## src/rtl/core/wstok_pkg.sv

```systemverilog
`timescale 1ns / 1ps
// ----------------------------------------------------------------------------
// wstok_pkg - shared types and constants of the word and string tokenizer
// Event codes, lexer modes, result and queue-push bundles, character codes.
// ----------------------------------------------------------------------------
package wstok_pkg;

  localparam int LEN_W          = 10;
  localparam int MAX_LEN_RESET  = 255;
  localparam int FIFO_DEPTH_DEF = 8;
  localparam int PUSH_MAX       = 3;

  localparam logic [7:0] CH_SLASH  = 8'h2F;
  localparam logic [7:0] CH_QUOTE  = 8'h22;
  localparam logic [7:0] CH_BSLASH = 8'h5C;
  localparam logic [7:0] CH_NL     = 8'h0A;
  localparam logic [7:0] CH_SPACE  = 8'h20;
  localparam logic [7:0] CH_TAB    = 8'h09;
  localparam logic [7:0] CH_CR     = 8'h0D;
  localparam logic [7:0] CH_LC_N   = 8'h6E;
  localparam logic [7:0] CH_LC_T   = 8'h74;
  localparam logic [7:0] CH_LC_R   = 8'h72;
  localparam logic [7:0] CH_LC_B   = 8'h62;
  localparam logic [7:0] CH_LC_F   = 8'h66;
  localparam logic [7:0] CH_LC_A   = 8'h61;
  localparam logic [7:0] CH_LC_V   = 8'h76;
  localparam logic [7:0] CH_ZERO   = 8'h30;

  localparam logic [7:0] CH_BS_CTL  = 8'h08;
  localparam logic [7:0] CH_FF_CTL  = 8'h0C;
  localparam logic [7:0] CH_BEL_CTL = 8'h07;
  localparam logic [7:0] CH_VT_CTL  = 8'h0B;
  localparam logic [7:0] CH_NUL     = 8'h00;

  // register byte addresses, word index taken from paddr[2]
  localparam logic REG_MAX_LEN = 1'b0;

  typedef enum logic [2:0] {
    EV_WBYTE  = 3'd0,
    EV_SBYTE  = 3'd1,
    EV_WEND   = 3'd2,
    EV_SEND   = 3'd3,
    EV_LONG   = 3'd4,
    EV_UNTERM = 3'd5,
    EV_INEND  = 3'd6
  } ev_t;

  typedef enum logic [2:0] {
    MODE_IDLE = 3'd0,
    MODE_WORD = 3'd1,
    MODE_STR  = 3'd2,
    MODE_ESC  = 3'd3,
    MODE_CMT  = 3'd4,
    MODE_ERR  = 3'd5
  } mode_t;

  typedef struct packed {
    ev_t        ev;
    logic [7:0] data;
    logic       last;
  } result_t;

  typedef struct packed {
    logic [1:0]           cnt;
    result_t [PUSH_MAX-1:0] ent;
  } push_t;

  typedef struct packed {
    mode_t            mode;
    logic             slash;
    logic [LEN_W-1:0] len;
  } lex_stat_t;

endpackage

```

## src/rtl/core/wstok_lex.sv

```systemverilog
`timescale 1ns / 1ps
// ----------------------------------------------------------------------------
// wstok_lex - lexer state and per-byte decode
// Holds mode, held slash and token length; turns one byte or end-of-input
// into up to three result beats combinationally.
// ----------------------------------------------------------------------------
module wstok_lex
  import wstok_pkg::*;
(
  input  logic             clk,
  input  logic             rst_n,
  input  logic             step,
  input  logic [7:0]       item_byte,
  input  logic             item_eoi,
  input  logic [LEN_W-1:0] max_len,
  output push_t            push_o,
  output lex_stat_t        stat_o
);

  mode_t            mode_r, mode_nxt;
  logic             sp_r, sp_nxt;
  logic [LEN_W-1:0] len_r, len_nxt;

  logic             is_ws, is_sl, is_q, is_bs, is_nl;
  logic             full_cur, full_sl, full_nx, max_zero;
  logic [LEN_W-1:0] eff_len, len_sl1, len_cur1, len_sl2;
  logic [7:0]       esc_byte;

  result_t [PUSH_MAX-1:0] ent_v;
  logic [1:0]             n_v;

  function automatic result_t mk(input ev_t e, input logic [7:0] d);
    result_t r;
    r.ev   = e;
    r.data = d;
    r.last = 1'b0;
    return r;
  endfunction

  assign is_ws = (item_byte == CH_SPACE) || (item_byte >= CH_TAB && item_byte <= CH_CR);
  assign is_sl = (item_byte == CH_SLASH);
  assign is_q  = (item_byte == CH_QUOTE);
  assign is_bs = (item_byte == CH_BSLASH);
  assign is_nl = (item_byte == CH_NL);

  // a held slash opens a fresh word when seen from idle
  assign eff_len  = (mode_r == MODE_IDLE) ? '0 : len_r;
  assign full_cur = (len_r >= max_len);
  assign full_sl  = (eff_len >= max_len);
  assign len_sl1  = eff_len + LEN_W'(1);
  assign len_sl2  = len_sl1 + LEN_W'(1);
  assign full_nx  = (len_sl1 >= max_len);
  assign len_cur1 = len_r + LEN_W'(1);
  assign max_zero = (max_len == '0);

  always_comb begin
    case (item_byte)
      CH_LC_N: esc_byte = CH_NL;
      CH_LC_T: esc_byte = CH_TAB;
      CH_LC_R: esc_byte = CH_CR;
      CH_LC_B: esc_byte = CH_BS_CTL;
      CH_LC_F: esc_byte = CH_FF_CTL;
      CH_LC_A: esc_byte = CH_BEL_CTL;
      CH_LC_V: esc_byte = CH_VT_CTL;
      CH_ZERO: esc_byte = CH_NUL;
      default: esc_byte = item_byte;
    endcase
  end

  // next state
  always_comb begin
    mode_nxt = mode_r;
    sp_nxt   = sp_r;
    len_nxt  = len_r;
    if (item_eoi) begin
      mode_nxt = MODE_IDLE;
      sp_nxt   = 1'b0;
      len_nxt  = '0;
    end else begin
      case (mode_r)
        MODE_CMT: begin
          if (is_nl) mode_nxt = MODE_IDLE;
        end
        MODE_STR: begin
          if (is_q) begin
            mode_nxt = MODE_IDLE;
            len_nxt  = '0;
          end else if (full_cur) begin
            mode_nxt = MODE_ERR;
            len_nxt  = '0;
          end else if (is_bs) begin
            mode_nxt = MODE_ESC;
          end else begin
            len_nxt = len_cur1;
          end
        end
        MODE_ESC: begin
          if (full_cur) begin
            mode_nxt = MODE_ERR;
            len_nxt  = '0;
          end else begin
            mode_nxt = MODE_STR;
            len_nxt  = len_cur1;
          end
        end
        MODE_IDLE, MODE_WORD: begin
          if (sp_r) begin
            sp_nxt = 1'b0;
            if (is_sl) begin
              mode_nxt = MODE_CMT;
              len_nxt  = '0;
            end else if (full_sl) begin
              mode_nxt = MODE_ERR;
              len_nxt  = '0;
            end else if (is_ws) begin
              mode_nxt = MODE_IDLE;
              len_nxt  = '0;
            end else if (full_nx) begin
              mode_nxt = MODE_ERR;
              len_nxt  = '0;
            end else begin
              mode_nxt = MODE_WORD;
              len_nxt  = len_sl2;
            end
            // slash after the held slash is handled above as a comment
          end else if (mode_r == MODE_IDLE) begin
            if (is_ws) begin
              mode_nxt = MODE_IDLE;
            end else if (is_sl) begin
              sp_nxt = 1'b1;
            end else if (is_q) begin
              mode_nxt = MODE_STR;
              len_nxt  = '0;
            end else if (max_zero) begin
              mode_nxt = MODE_ERR;
              len_nxt  = '0;
            end else begin
              mode_nxt = MODE_WORD;
              len_nxt  = LEN_W'(1);
            end
          end else begin
            if (is_ws) begin
              mode_nxt = MODE_IDLE;
              len_nxt  = '0;
            end else if (is_sl) begin
              sp_nxt = 1'b1;
            end else if (full_cur) begin
              mode_nxt = MODE_ERR;
              len_nxt  = '0;
            end else begin
              len_nxt = len_cur1;
            end
          end
        end
        default: begin
          mode_nxt = mode_r;
        end
      endcase
    end
  end

  // result beats
  always_comb begin
    ent_v = '0;
    n_v   = '0;
    if (item_eoi) begin
      if ((mode_r == MODE_IDLE && sp_r) || mode_r == MODE_WORD) begin
        if (sp_r && full_sl) begin
          ent_v[n_v] = mk(EV_LONG, '0);
          n_v        = n_v + 2'd1;
        end else begin
          if (sp_r) begin
            ent_v[n_v] = mk(EV_WBYTE, CH_SLASH);
            n_v        = n_v + 2'd1;
          end
          ent_v[n_v] = mk(EV_WEND, '0);
          n_v        = n_v + 2'd1;
        end
      end else if (mode_r == MODE_STR || mode_r == MODE_ESC) begin
        ent_v[n_v] = mk(EV_UNTERM, '0);
        n_v        = n_v + 2'd1;
      end
      ent_v[n_v] = mk(EV_INEND, '0);
      n_v        = n_v + 2'd1;
    end else begin
      case (mode_r)
        MODE_STR: begin
          if (is_q) begin
            ent_v[n_v] = mk(EV_SEND, '0);
            n_v        = n_v + 2'd1;
          end else if (full_cur) begin
            ent_v[n_v] = mk(EV_LONG, '0);
            n_v        = n_v + 2'd1;
          end else if (!is_bs) begin
            ent_v[n_v] = mk(EV_SBYTE, item_byte);
            n_v        = n_v + 2'd1;
          end
        end
        MODE_ESC: begin
          if (full_cur) begin
            ent_v[n_v] = mk(EV_LONG, '0);
          end else begin
            ent_v[n_v] = mk(EV_SBYTE, esc_byte);
          end
          n_v = n_v + 2'd1;
        end
        MODE_IDLE, MODE_WORD: begin
          if (sp_r) begin
            if (is_sl) begin
              if (mode_r == MODE_WORD) begin
                ent_v[n_v] = mk(EV_WEND, '0);
                n_v        = n_v + 2'd1;
              end
            end else if (full_sl) begin
              ent_v[n_v] = mk(EV_LONG, '0);
              n_v        = n_v + 2'd1;
            end else begin
              ent_v[n_v] = mk(EV_WBYTE, CH_SLASH);
              n_v        = n_v + 2'd1;
              if (is_ws) begin
                ent_v[n_v] = mk(EV_WEND, '0);
                n_v        = n_v + 2'd1;
              end else if (full_nx) begin
                ent_v[n_v] = mk(EV_LONG, '0);
                n_v        = n_v + 2'd1;
              end else begin
                ent_v[n_v] = mk(EV_WBYTE, item_byte);
                n_v        = n_v + 2'd1;
              end
            end
          end else if (mode_r == MODE_IDLE) begin
            if (!is_ws && !is_sl && !is_q) begin
              ent_v[n_v] = max_zero ? mk(EV_LONG, '0) : mk(EV_WBYTE, item_byte);
              n_v        = n_v + 2'd1;
            end
          end else begin
            if (is_ws) begin
              ent_v[n_v] = mk(EV_WEND, '0);
              n_v        = n_v + 2'd1;
            end else if (!is_sl) begin
              ent_v[n_v] = full_cur ? mk(EV_LONG, '0) : mk(EV_WBYTE, item_byte);
              n_v        = n_v + 2'd1;
            end
          end
        end
        default: begin
          n_v = '0;
        end
      endcase
    end
    case (n_v)
      2'd1:    ent_v[0].last = 1'b1;
      2'd2:    ent_v[1].last = 1'b1;
      2'd3:    ent_v[2].last = 1'b1;
      default: ent_v[0].last = ent_v[0].last;
    endcase
  end

  assign push_o.cnt = step ? n_v : 2'd0;
  assign push_o.ent = ent_v;

  assign stat_o.mode  = mode_r;
  assign stat_o.slash = sp_r;
  assign stat_o.len   = len_r;

  always_ff @(posedge clk) begin
    if (!rst_n) begin
      mode_r <= MODE_IDLE;
      sp_r   <= 1'b0;
      len_r  <= '0;
    end else if (step) begin
      mode_r <= mode_nxt;
      sp_r   <= sp_nxt;
      len_r  <= len_nxt;
    end
  end

endmodule

```

## src/rtl/core/wstok_fifo.sv

```systemverilog
`timescale 1ns / 1ps
// ----------------------------------------------------------------------------
// wstok_fifo - result queue
// Takes up to three result beats per cycle, hands out one beat per cycle when popped.
// ----------------------------------------------------------------------------
module wstok_fifo
  import wstok_pkg::*;
#(
  parameter int DEPTH = FIFO_DEPTH_DEF
) (
  input  logic    clk,
  input  logic    rst_n,
  input  push_t   push_i,
  input  logic    pop,
  output result_t head_o,
  output logic    not_empty,
  output logic    room
);

  localparam int PW = (DEPTH > 1) ? $clog2(DEPTH) : 1;
  localparam int CW = $clog2(DEPTH + 1);

  result_t         mem_r [DEPTH];
  logic [PW-1:0]   wr_ptr_r, wr_ptr_nxt, rd_ptr_r, rd_ptr_nxt;
  logic [CW-1:0]   cnt_r, cnt_nxt;
  logic [PW-1:0]   slot_addr [PUSH_MAX];

  function automatic logic [PW-1:0] wrap_add(input logic [PW-1:0] p, input logic [1:0] k);
    logic [PW:0] s;
    s = {1'b0, p} + (PW+1)'(k);
    if (s >= (PW+1)'(DEPTH)) s = s - (PW+1)'(DEPTH);
    return s[PW-1:0];
  endfunction

  always_comb begin
    for (int k = 0; k < PUSH_MAX; k++) begin
      slot_addr[k] = wrap_add(wr_ptr_r, 2'(k));
    end
  end

  assign wr_ptr_nxt = wrap_add(wr_ptr_r, push_i.cnt);
  assign rd_ptr_nxt = pop ? wrap_add(rd_ptr_r, 2'd1) : rd_ptr_r;
  assign cnt_nxt    = cnt_r + CW'(push_i.cnt) - CW'(pop);

  assign head_o    = mem_r[rd_ptr_r];
  assign not_empty = (cnt_r != '0);
  assign room      = ((CW+1)'(DEPTH) - (CW+1)'(cnt_r)) >= (CW+1)'(PUSH_MAX);

  always_ff @(posedge clk) begin
    for (int i = 0; i < DEPTH; i++) begin
      for (int k = 0; k < PUSH_MAX; k++) begin
        if (2'(k) < push_i.cnt && slot_addr[k] == PW'(i)) begin
          mem_r[i] <= push_i.ent[k];
        end
      end
    end
  end

  always_ff @(posedge clk) begin
    if (!rst_n) begin
      wr_ptr_r <= '0;
      rd_ptr_r <= '0;
      cnt_r    <= '0;
    end else begin
      wr_ptr_r <= wr_ptr_nxt;
      rd_ptr_r <= rd_ptr_nxt;
      cnt_r    <= cnt_nxt;
    end
  end

endmodule

```

## src/rtl/core/word_and_string_tokenizer_unit.sv

```systemverilog
`timescale 1ns / 1ps
// ----------------------------------------------------------------------------
// word_and_string_tokenizer_unit - streaming word and string lexer
// Byte-in, event-out lexer with // comments and string escapes.
// ----------------------------------------------------------------------------
// Takes one source byte (or an end-of-input mark) per beat and produces zero
// to three result beats: word bytes, string bytes with escapes translated,
// token-end, error and input-end events. An accepted byte is held in the
// input register, decoded combinationally against the lexer state, and
// its results enter an eight-entry result queue that drains one beat per
// cycle while the receiver does not stall. A new byte is taken every cycle
// while the queue has at least three free entries, so the sustained rate
// is one byte per cycle as long as bytes average no more than one result
// each; bytes that end a token add one extra output beat. After a too-long
// error the remaining bytes up to end of input are dropped.
// ----------------------------------------------------------------------------
module word_and_string_tokenizer_unit
  import wstok_pkg::*;
#(
  parameter int FIFO_DEPTH = FIFO_DEPTH_DEF
) (
  input  logic        clk,
  input  logic        rst_n,
  input  logic        in_valid,
  output logic        in_stall,
  input  logic [7:0]  in_byte,
  input  logic        in_end_of_input,
  output logic        out_valid,
  input  logic        out_stall,
  output logic [2:0]  out_event_res,
  output logic [7:0]  out_byte,
  output logic        out_last,
  input  logic        psel,
  input  logic        penable,
  input  logic        pwrite,
  input  logic [2:0]  paddr,
  input  logic [31:0] pwdata,
  output logic [31:0] prdata,
  output logic        pready
);

  logic             in_full_r, in_full_nxt;
  logic [7:0]       byte_r;
  logic             eoi_r;
  logic [LEN_W-1:0] max_len_r;
  logic             room, advance, accept, pop;
  push_t            push;
  lex_stat_t        stat;
  result_t          head;

  assign pready = 1'b1;
  assign prdata = (paddr[2] == REG_MAX_LEN) ? 32'(max_len_r) : '0;

  always_ff @(posedge clk) begin
    if (!rst_n) begin
      max_len_r <= LEN_W'(MAX_LEN_RESET);
    end else if (psel && penable && pwrite && paddr[2] == REG_MAX_LEN) begin
      max_len_r <= pwdata[LEN_W-1:0];
    end
  end

  // hold the beat until the queue can take its worst-case result count
  assign advance     = in_full_r && room;
  assign in_stall    = in_full_r && !room;
  assign accept      = in_valid && !in_stall;
  assign in_full_nxt = accept || (in_full_r && !advance);

  always_ff @(posedge clk) begin
    if (!rst_n) begin
      in_full_r <= 1'b0;
    end else begin
      in_full_r <= in_full_nxt;
    end
  end

  always_ff @(posedge clk) begin
    if (accept) begin
      byte_r <= in_byte;
      eoi_r  <= in_end_of_input;
    end
  end

  wstok_lex u_lex (
    .clk       (clk),
    .rst_n     (rst_n),
    .step      (advance),
    .item_byte (byte_r),
    .item_eoi  (eoi_r),
    .max_len   (max_len_r),
    .push_o    (push),
    .stat_o    (stat)
  );

  assign pop = out_valid && !out_stall;

  wstok_fifo #(
    .DEPTH (FIFO_DEPTH)
  ) u_fifo (
    .clk       (clk),
    .rst_n     (rst_n),
    .push_i    (push),
    .pop       (pop),
    .head_o    (head),
    .not_empty (out_valid),
    .room      (room)
  );

  assign out_event_res = head.ev;
  assign out_byte      = head.data;
  assign out_last      = head.last;

  a_push_on_step: assert property (@(posedge clk) disable iff (!rst_n)
    push.cnt != 2'd0 |-> advance)
    else $error("result beats pushed without a decoded byte");

  a_err_sticky: assert property (@(posedge clk) disable iff (!rst_n)
    stat.mode == MODE_ERR && !(advance && eoi_r) |=> stat.mode == MODE_ERR)
    else $error("error mode left before end of input");

  a_eoi_clears: assert property (@(posedge clk) disable iff (!rst_n)
    advance && eoi_r |=> stat.mode == MODE_IDLE && !stat.slash && stat.len == '0)
    else $error("lexer state not cleared after end of input");

  a_slash_mode: assert property (@(posedge clk) disable iff (!rst_n)
    stat.slash |-> (stat.mode == MODE_IDLE || stat.mode == MODE_WORD))
    else $error("slash held outside idle or word mode");

  a_hold_item: assert property (@(posedge clk) disable iff (!rst_n)
    in_full_r && !room |=> in_full_r && $stable(byte_r) && $stable(eoi_r))
    else $error("held input beat lost while queue full");

endmodule

```

## config.mk

```make
export PLATFORM = sky130hd
export DESIGN_NAME = word_and_string_tokenizer_unit
export DESIGN_NICKNAME = d
export VERILOG_FILES = /design/src/rtl/core/wstok_pkg.sv /design/src/rtl/core/wstok_lex.sv /design/src/rtl/core/wstok_fifo.sv /design/src/rtl/core/word_and_string_tokenizer_unit.sv
export SDC_FILE = /design/constraint.sdc
export NUM_CORES = 1
export LEC_CHECK = 0
export BUFFER_PORTS_ARGS = -buffer_cell sky130_fd_sc_hd__buf_2
export CORE_UTILIZATION = 52
export DETAILED_ROUTE_END_ITERATION = 7
export GPL_TIMING_DRIVEN = 0
export PLACE_DENSITY = 0.78
export SETUP_SLACK_MARGIN = 0.5
export SYNTH_ARGS = -nofsm -noshare
export SYNTH_HDL_FRONTEND = slang
export SYNTH_HIERARCHICAL = 1
export SYNTH_SLANG_ARGS = --single-unit
```

## constraint.sdc

```tcl
create_clock -name clk -period 6.5 [get_ports clk]
set_input_delay 0.65 -clock clk [delete_from_list [all_inputs] [get_ports clk]]
set_output_delay 0.65 -clock clk [all_outputs]
set_load 0.005 [all_outputs]
```

Word-level counts from Yosys, hierarchy flattened:

Memory sizes are Yosys's and may differ from the RTL's. A register that Yosys moved wholly into a read port is not among the register bits.
Cells that the tools add are included.

* bits in read-only memories: 0
* output and inout port bits: 47
* bits in latches: 0
* bits in writable memories: 96
* register bits: 44
* memories: 1

Memory list
* u_fifo.mem_r: words 8, bits a word 12, rd ports 1, clocked after Yosys merged registers in 1, write ports 5, RTL line wstok_fifo.sv:23 `result_t mem_r [DEPTH];`

* mux-type cells: 189
* $mul: 0
* magnitude comparators: 18
* reduce and logical (&&, ||, !) cells: 66
* shifts and indexed selects: 0
* add/sub/neg operators: 17
* div/mod/pow operators: 0
* eq/ne operators: 48
* bitwise logic cells: 23

Operators with widths (number)
* 12-bit 2-to-1 mux: 47
* 10-bit 2-to-1 mux: 19
* 24-bit 2-to-1 mux: 4
* 3-bit 2-to-1 mux: 29
* 1-bit 2-to-1 mux: 68
* 8-bit by 7-bit == test with 1-bit output, second input constant: 8
* 8-bit one-hot mux with 8 select lines: 1
* 12-bit demux with 2-bit select: 2
* 3-bit == test, second input constant: 13
* 1-bit logical AND: 39
* 12-bit one-hot mux with 3 select lines: 1
* 12-bit OR reduction: 3
* 11-bit by 33-bit AND with 33-bit output: 1
* 33-bit inverter: 1
* 8-bit by 6-bit == test with 1-bit output, second input constant: 4
* 10-bit by 1-bit adder with 10-bit output, second input constant: 3
* 30-bit AND: 1
* 10-bit greater-or-equal comparator: 3
* 30-bit inverter: 1
* 10-bit one-hot mux with 3 select lines: 1
* 2-bit 2-to-1 mux: 13
* 3-bit by 2-bit == test with 1-bit output, second input constant: 8
* 4-bit greater-or-equal comparator, second input constant: 4
* 1-bit bitwise OR: 16
* 42 further kinds: 71

Longest topological paths before layout:

* word-level depth: 22
* gate-level depth with buffers: 24

By module:

Netlist, hierarchy kept.

Modules (own cells, without submodules)
* wstok_fifo: instances 1, area an instance 6794.0 um^2, cells an instance 473
* wstok_lex: instances 1, area an instance 3294.4 um^2, cells an instance 475
* word_and_string_tokenizer_unit: instances 1, area an instance 1013.5 um^2, cells an instance 95

Least setup slack after synthesis:

Ideal clock, no wire load.

* kind: reg2reg
* from: reg u_lex.mode_r[2]
* to: mem u_fifo/mem_r[2][0] in the netlist's numbering, enable pin
* buffers on the path: 6
* setup slack: 0.876 ns
* period minus slack after synthesis: 5.624 ns
* arrival: 5.226 ns
* cell stages (with the launch flop): 21
* cell sequence: dfxtp_1 -> clkbuf_2 -> clkbuf_1 -> nor3_1 -> clkbuf_1 -> buf_1 -> nor2_1 -> ha_1 -> nand4_1 -> nor3_1 -> o32ai_4 -> and3_1 -> buf_6 -> or3_4 -> ha_1 -> mux2i_1 -> and2_1 -> buf_2 -> maj3_1 -> nand2_1 -> o21ai_0

RTL lines
* start: declaration: RTL line wstok_lex.sv:20 `mode_t mode_r, mode_nxt;`
* start signal: assignment: RTL line wstok_lex.sv:272 `mode_r <= mode_nxt;`
* end: declaration: RTL line wstok_fifo.sv:23

==> run_results.csv <==
group,metric,value,unit
routing,via_per_inst,6.26,
timing,period_share,88.6,%
hold_path,min_path_type,"input pin to flip-flop",
placement,place.port_buffers,50,
layout,mostFrequentLayoutCells,"mux2_2 (180), edfxtp_1 (105), buf_2 (72)",
worst_setup_path,regToRegEndpoint,"u_fifo/mem_r[5][2]",
timing,fin_ws,0.743,ns
routing,vias,8980,
floorplanning,core_area,21000,sq um
floorplanning,ios,98,
worst_setup_path,rrSetupSlack,0.74,ns
worst_setup_path,startpoint_type,"flip-flop",
global_routing,grt_pass1_vias,8529,
worst_setup_path,reg2reg_depth,19,
timing,drv_slew,0,
cts,cts_buffers,17,
global_routing,overflow,0,
timing,hold_slack,0.386,ns
status,outcome,"finished, final reports clean",
routing,firstDrtPassIters,6,
floorplanning,die_y,148,microns
timing,skew,0.0116,ns
routing,wl_met1,13000,microns
worst_setup_path,crit-reg2reg-launch,"u_lex/mode_r[1]",
worst_setup_path,end_kind,"flip-flop",
routing,wl_met3,3010,microns
routing,routed-wl-met2,14100,microns
synth,synthesis.area,11100,sq um
layout,final_nets,1245,
cts,cts_tree,"built",
placement,place_ws,-0.343,ns
routing,drtIter0Drc,1078,
cts,clockBufferDepth,2,
routing,finalWirelength,30700,microns
global_routing,grt_pass1_wl,47400,microns
cts,clkSinkCount,143,
synth,yosys_warnings,6,
routing,drt.antenna.violating_nets,0,
routing,routed.top_layer,"met4",
worst_setup_path,crit_end,"u_fifo/mem_r[5][2]",
hold_path,min_from,"in_byte[4]",
layout,drive_above_1_share,33.9,%
timing,maxSlewHeadroom,26.9,%
worst_setup_path,arrival,5.93,ns
cts,htree_num_levels,4,
worst_setup_path,cp-startpoint,"u_lex/mode_r[1]",
power_and_ir_drop,peakVddDrop,0.197,mV
power_and_ir_drop,p_total,3.02,mW
layout,fillers,1725,
global_routing,antenna_found_initial,0,
floorplanning,die_w,148,microns
timing,rsz0062_at_grt,"false",
job,drv_cap,0,
global_routing,track_usage,28.4,%
cts,path_clk_slew,0.07,ns
routing,drt_drc_violations_left,0,
synth,avgSynthCellArea,10.6,sq um
cts,clockRootBuffer,"clkbuf_16",
layout,final_common_cell,"mux2_2",
global_routing,grt_max_degree,17,
layout,diodes,0,
placement,hpwl,21500,microns
worst_setup_path,path_class,"flip-flop to flip-flop",
timing,hold_viol,0,
synth,syn_inst,1042,
routing,routedWlPerCell,21.4,microns
worst_setup_path,crit_fanout,10,
placement,place_congestion,0.949,
cts,clock_latency,0.43,ns
floorplanning,die_area,21900,sq um
timing,fin_crit,5.76,ns
layout,syn2layout_area_growth,12.6,%
timing,fmax,174,MHz
timing,tightest_slew,1.10,ns
worst_setup_path,worstPathRequired,6.68,ns
power_and_ir_drop,power_density,242,nW/um^2
power_and_ir_drop,leakagePower,4.89,nW
floorplanning,rows,53,
floorplanning,floorplan.initialDensity,52.9,%
timing,setup_viol,0,
timing repair:
action / in CTS / in global routing
hold buffers: 0 / 0
endpoints found under the setup margin: 190 / 177
endpoints found under the hold margin: 0 / 0
buffers inserted: 1 / 0
pin swaps: 1 / 0
gates resized for setup: 12 / 17
power by group:
| part | internal [mW] | switching [mW] | leakage, nW |
|---|---|---|---|
| clock | 0.501 | 0.431 | 0.271 |
| combinational | 0.483 | 0.509 | 3.35 |
| sequential | 1.06 | 0.0296 | 1.27 |
| total | 2.05 | 0.969 | 4.89 |
routing by layer:
layer | vias to the layer above | GRT usage, %
li1 | 4086 | -
met1 | 4296 | 39.2
met2 | 521 | 44.3
met3 | 77 | 6.07
met4 | 0 | 9.64
met5 | - | 0
how the worst min path moves through the flow:
stage	depth (start not counted)	to	slack, ns
5_1_grt	1	byte_r[4]	0.38
3_3_place_gp	2	max_len_r[8]	0.48
2_1_floorplan	2	max_len_r[8]	0.46
6_report	1	byte_r[4]	0.39
4_1_cts	1	byte_r[4]	0.38
3_5_place_dp	2	max_len_r[8]	0.49
critical path: stages, from the launching register on:
cell      delay (ns)
dfxtp_1         0.41
clkbuf_2        0.26
nor3_4          0.29
clkbuf_4        0.27
buf_2           0.22
nor2_1          0.07
ha_1            0.30
nand4_1         0.15
a211oi_2        0.25
o32ai_4         0.18
and3_1          0.23
buf_6           0.14
or3_4           0.42
ha_1            0.30
mux2i_2         0.30
and2_2          0.29
nor4b_4         0.44
buf_4           0.33
mux2_2          0.37
mux2_2          0.26
final cells by class:
| class | instances | area [sq um] | share of cell area [%] |
|---|---|---|---|
| tap | 275 | 344 | 2.75 |
| clock inverter | 15 | 126 | 1.01 |
| sequential | 143 | 3910 | 31.3 |
| multi-input combinational | 786 | 6640 | 53.1 |
| timing repair buffer | 55 | 295 | 2.36 |
| buffer | 106 | 607 | 4.86 |
| inverter | 37 | 141 | 1.13 |
| clock buffer | 17 | 425 | 3.41 |
metrics by stage:
step,TNS (ns),std cells,area [sq um],utilization (%)
2_1_floorplan,0,1072,11200,-
3_3_place_gp,-60.99,1397,11800,56.3
3_5_place_dp,-12.86,1401,11900,56.6
4_1_cts,0,1434,12500,59.4
5_1_grt,0,1434,12500,59.6
6_report,0,1434,12500,59.6
registers in the layout, indices dropped and copies added (netlist names), named ones only:
signal           flops
byte_r               8
u_fifo/rd_ptr_r      3
u_lex/len_r         10
eoi_r                1
u_lex/sp_r           1
in_full_r            1
max_len_r           10
u_fifo/wr_ptr_r      3
u_fifo/mem_r        96
u_lex/mode_r         3
u_fifo/cnt_r         4
(Power assumes the default switching activity.)
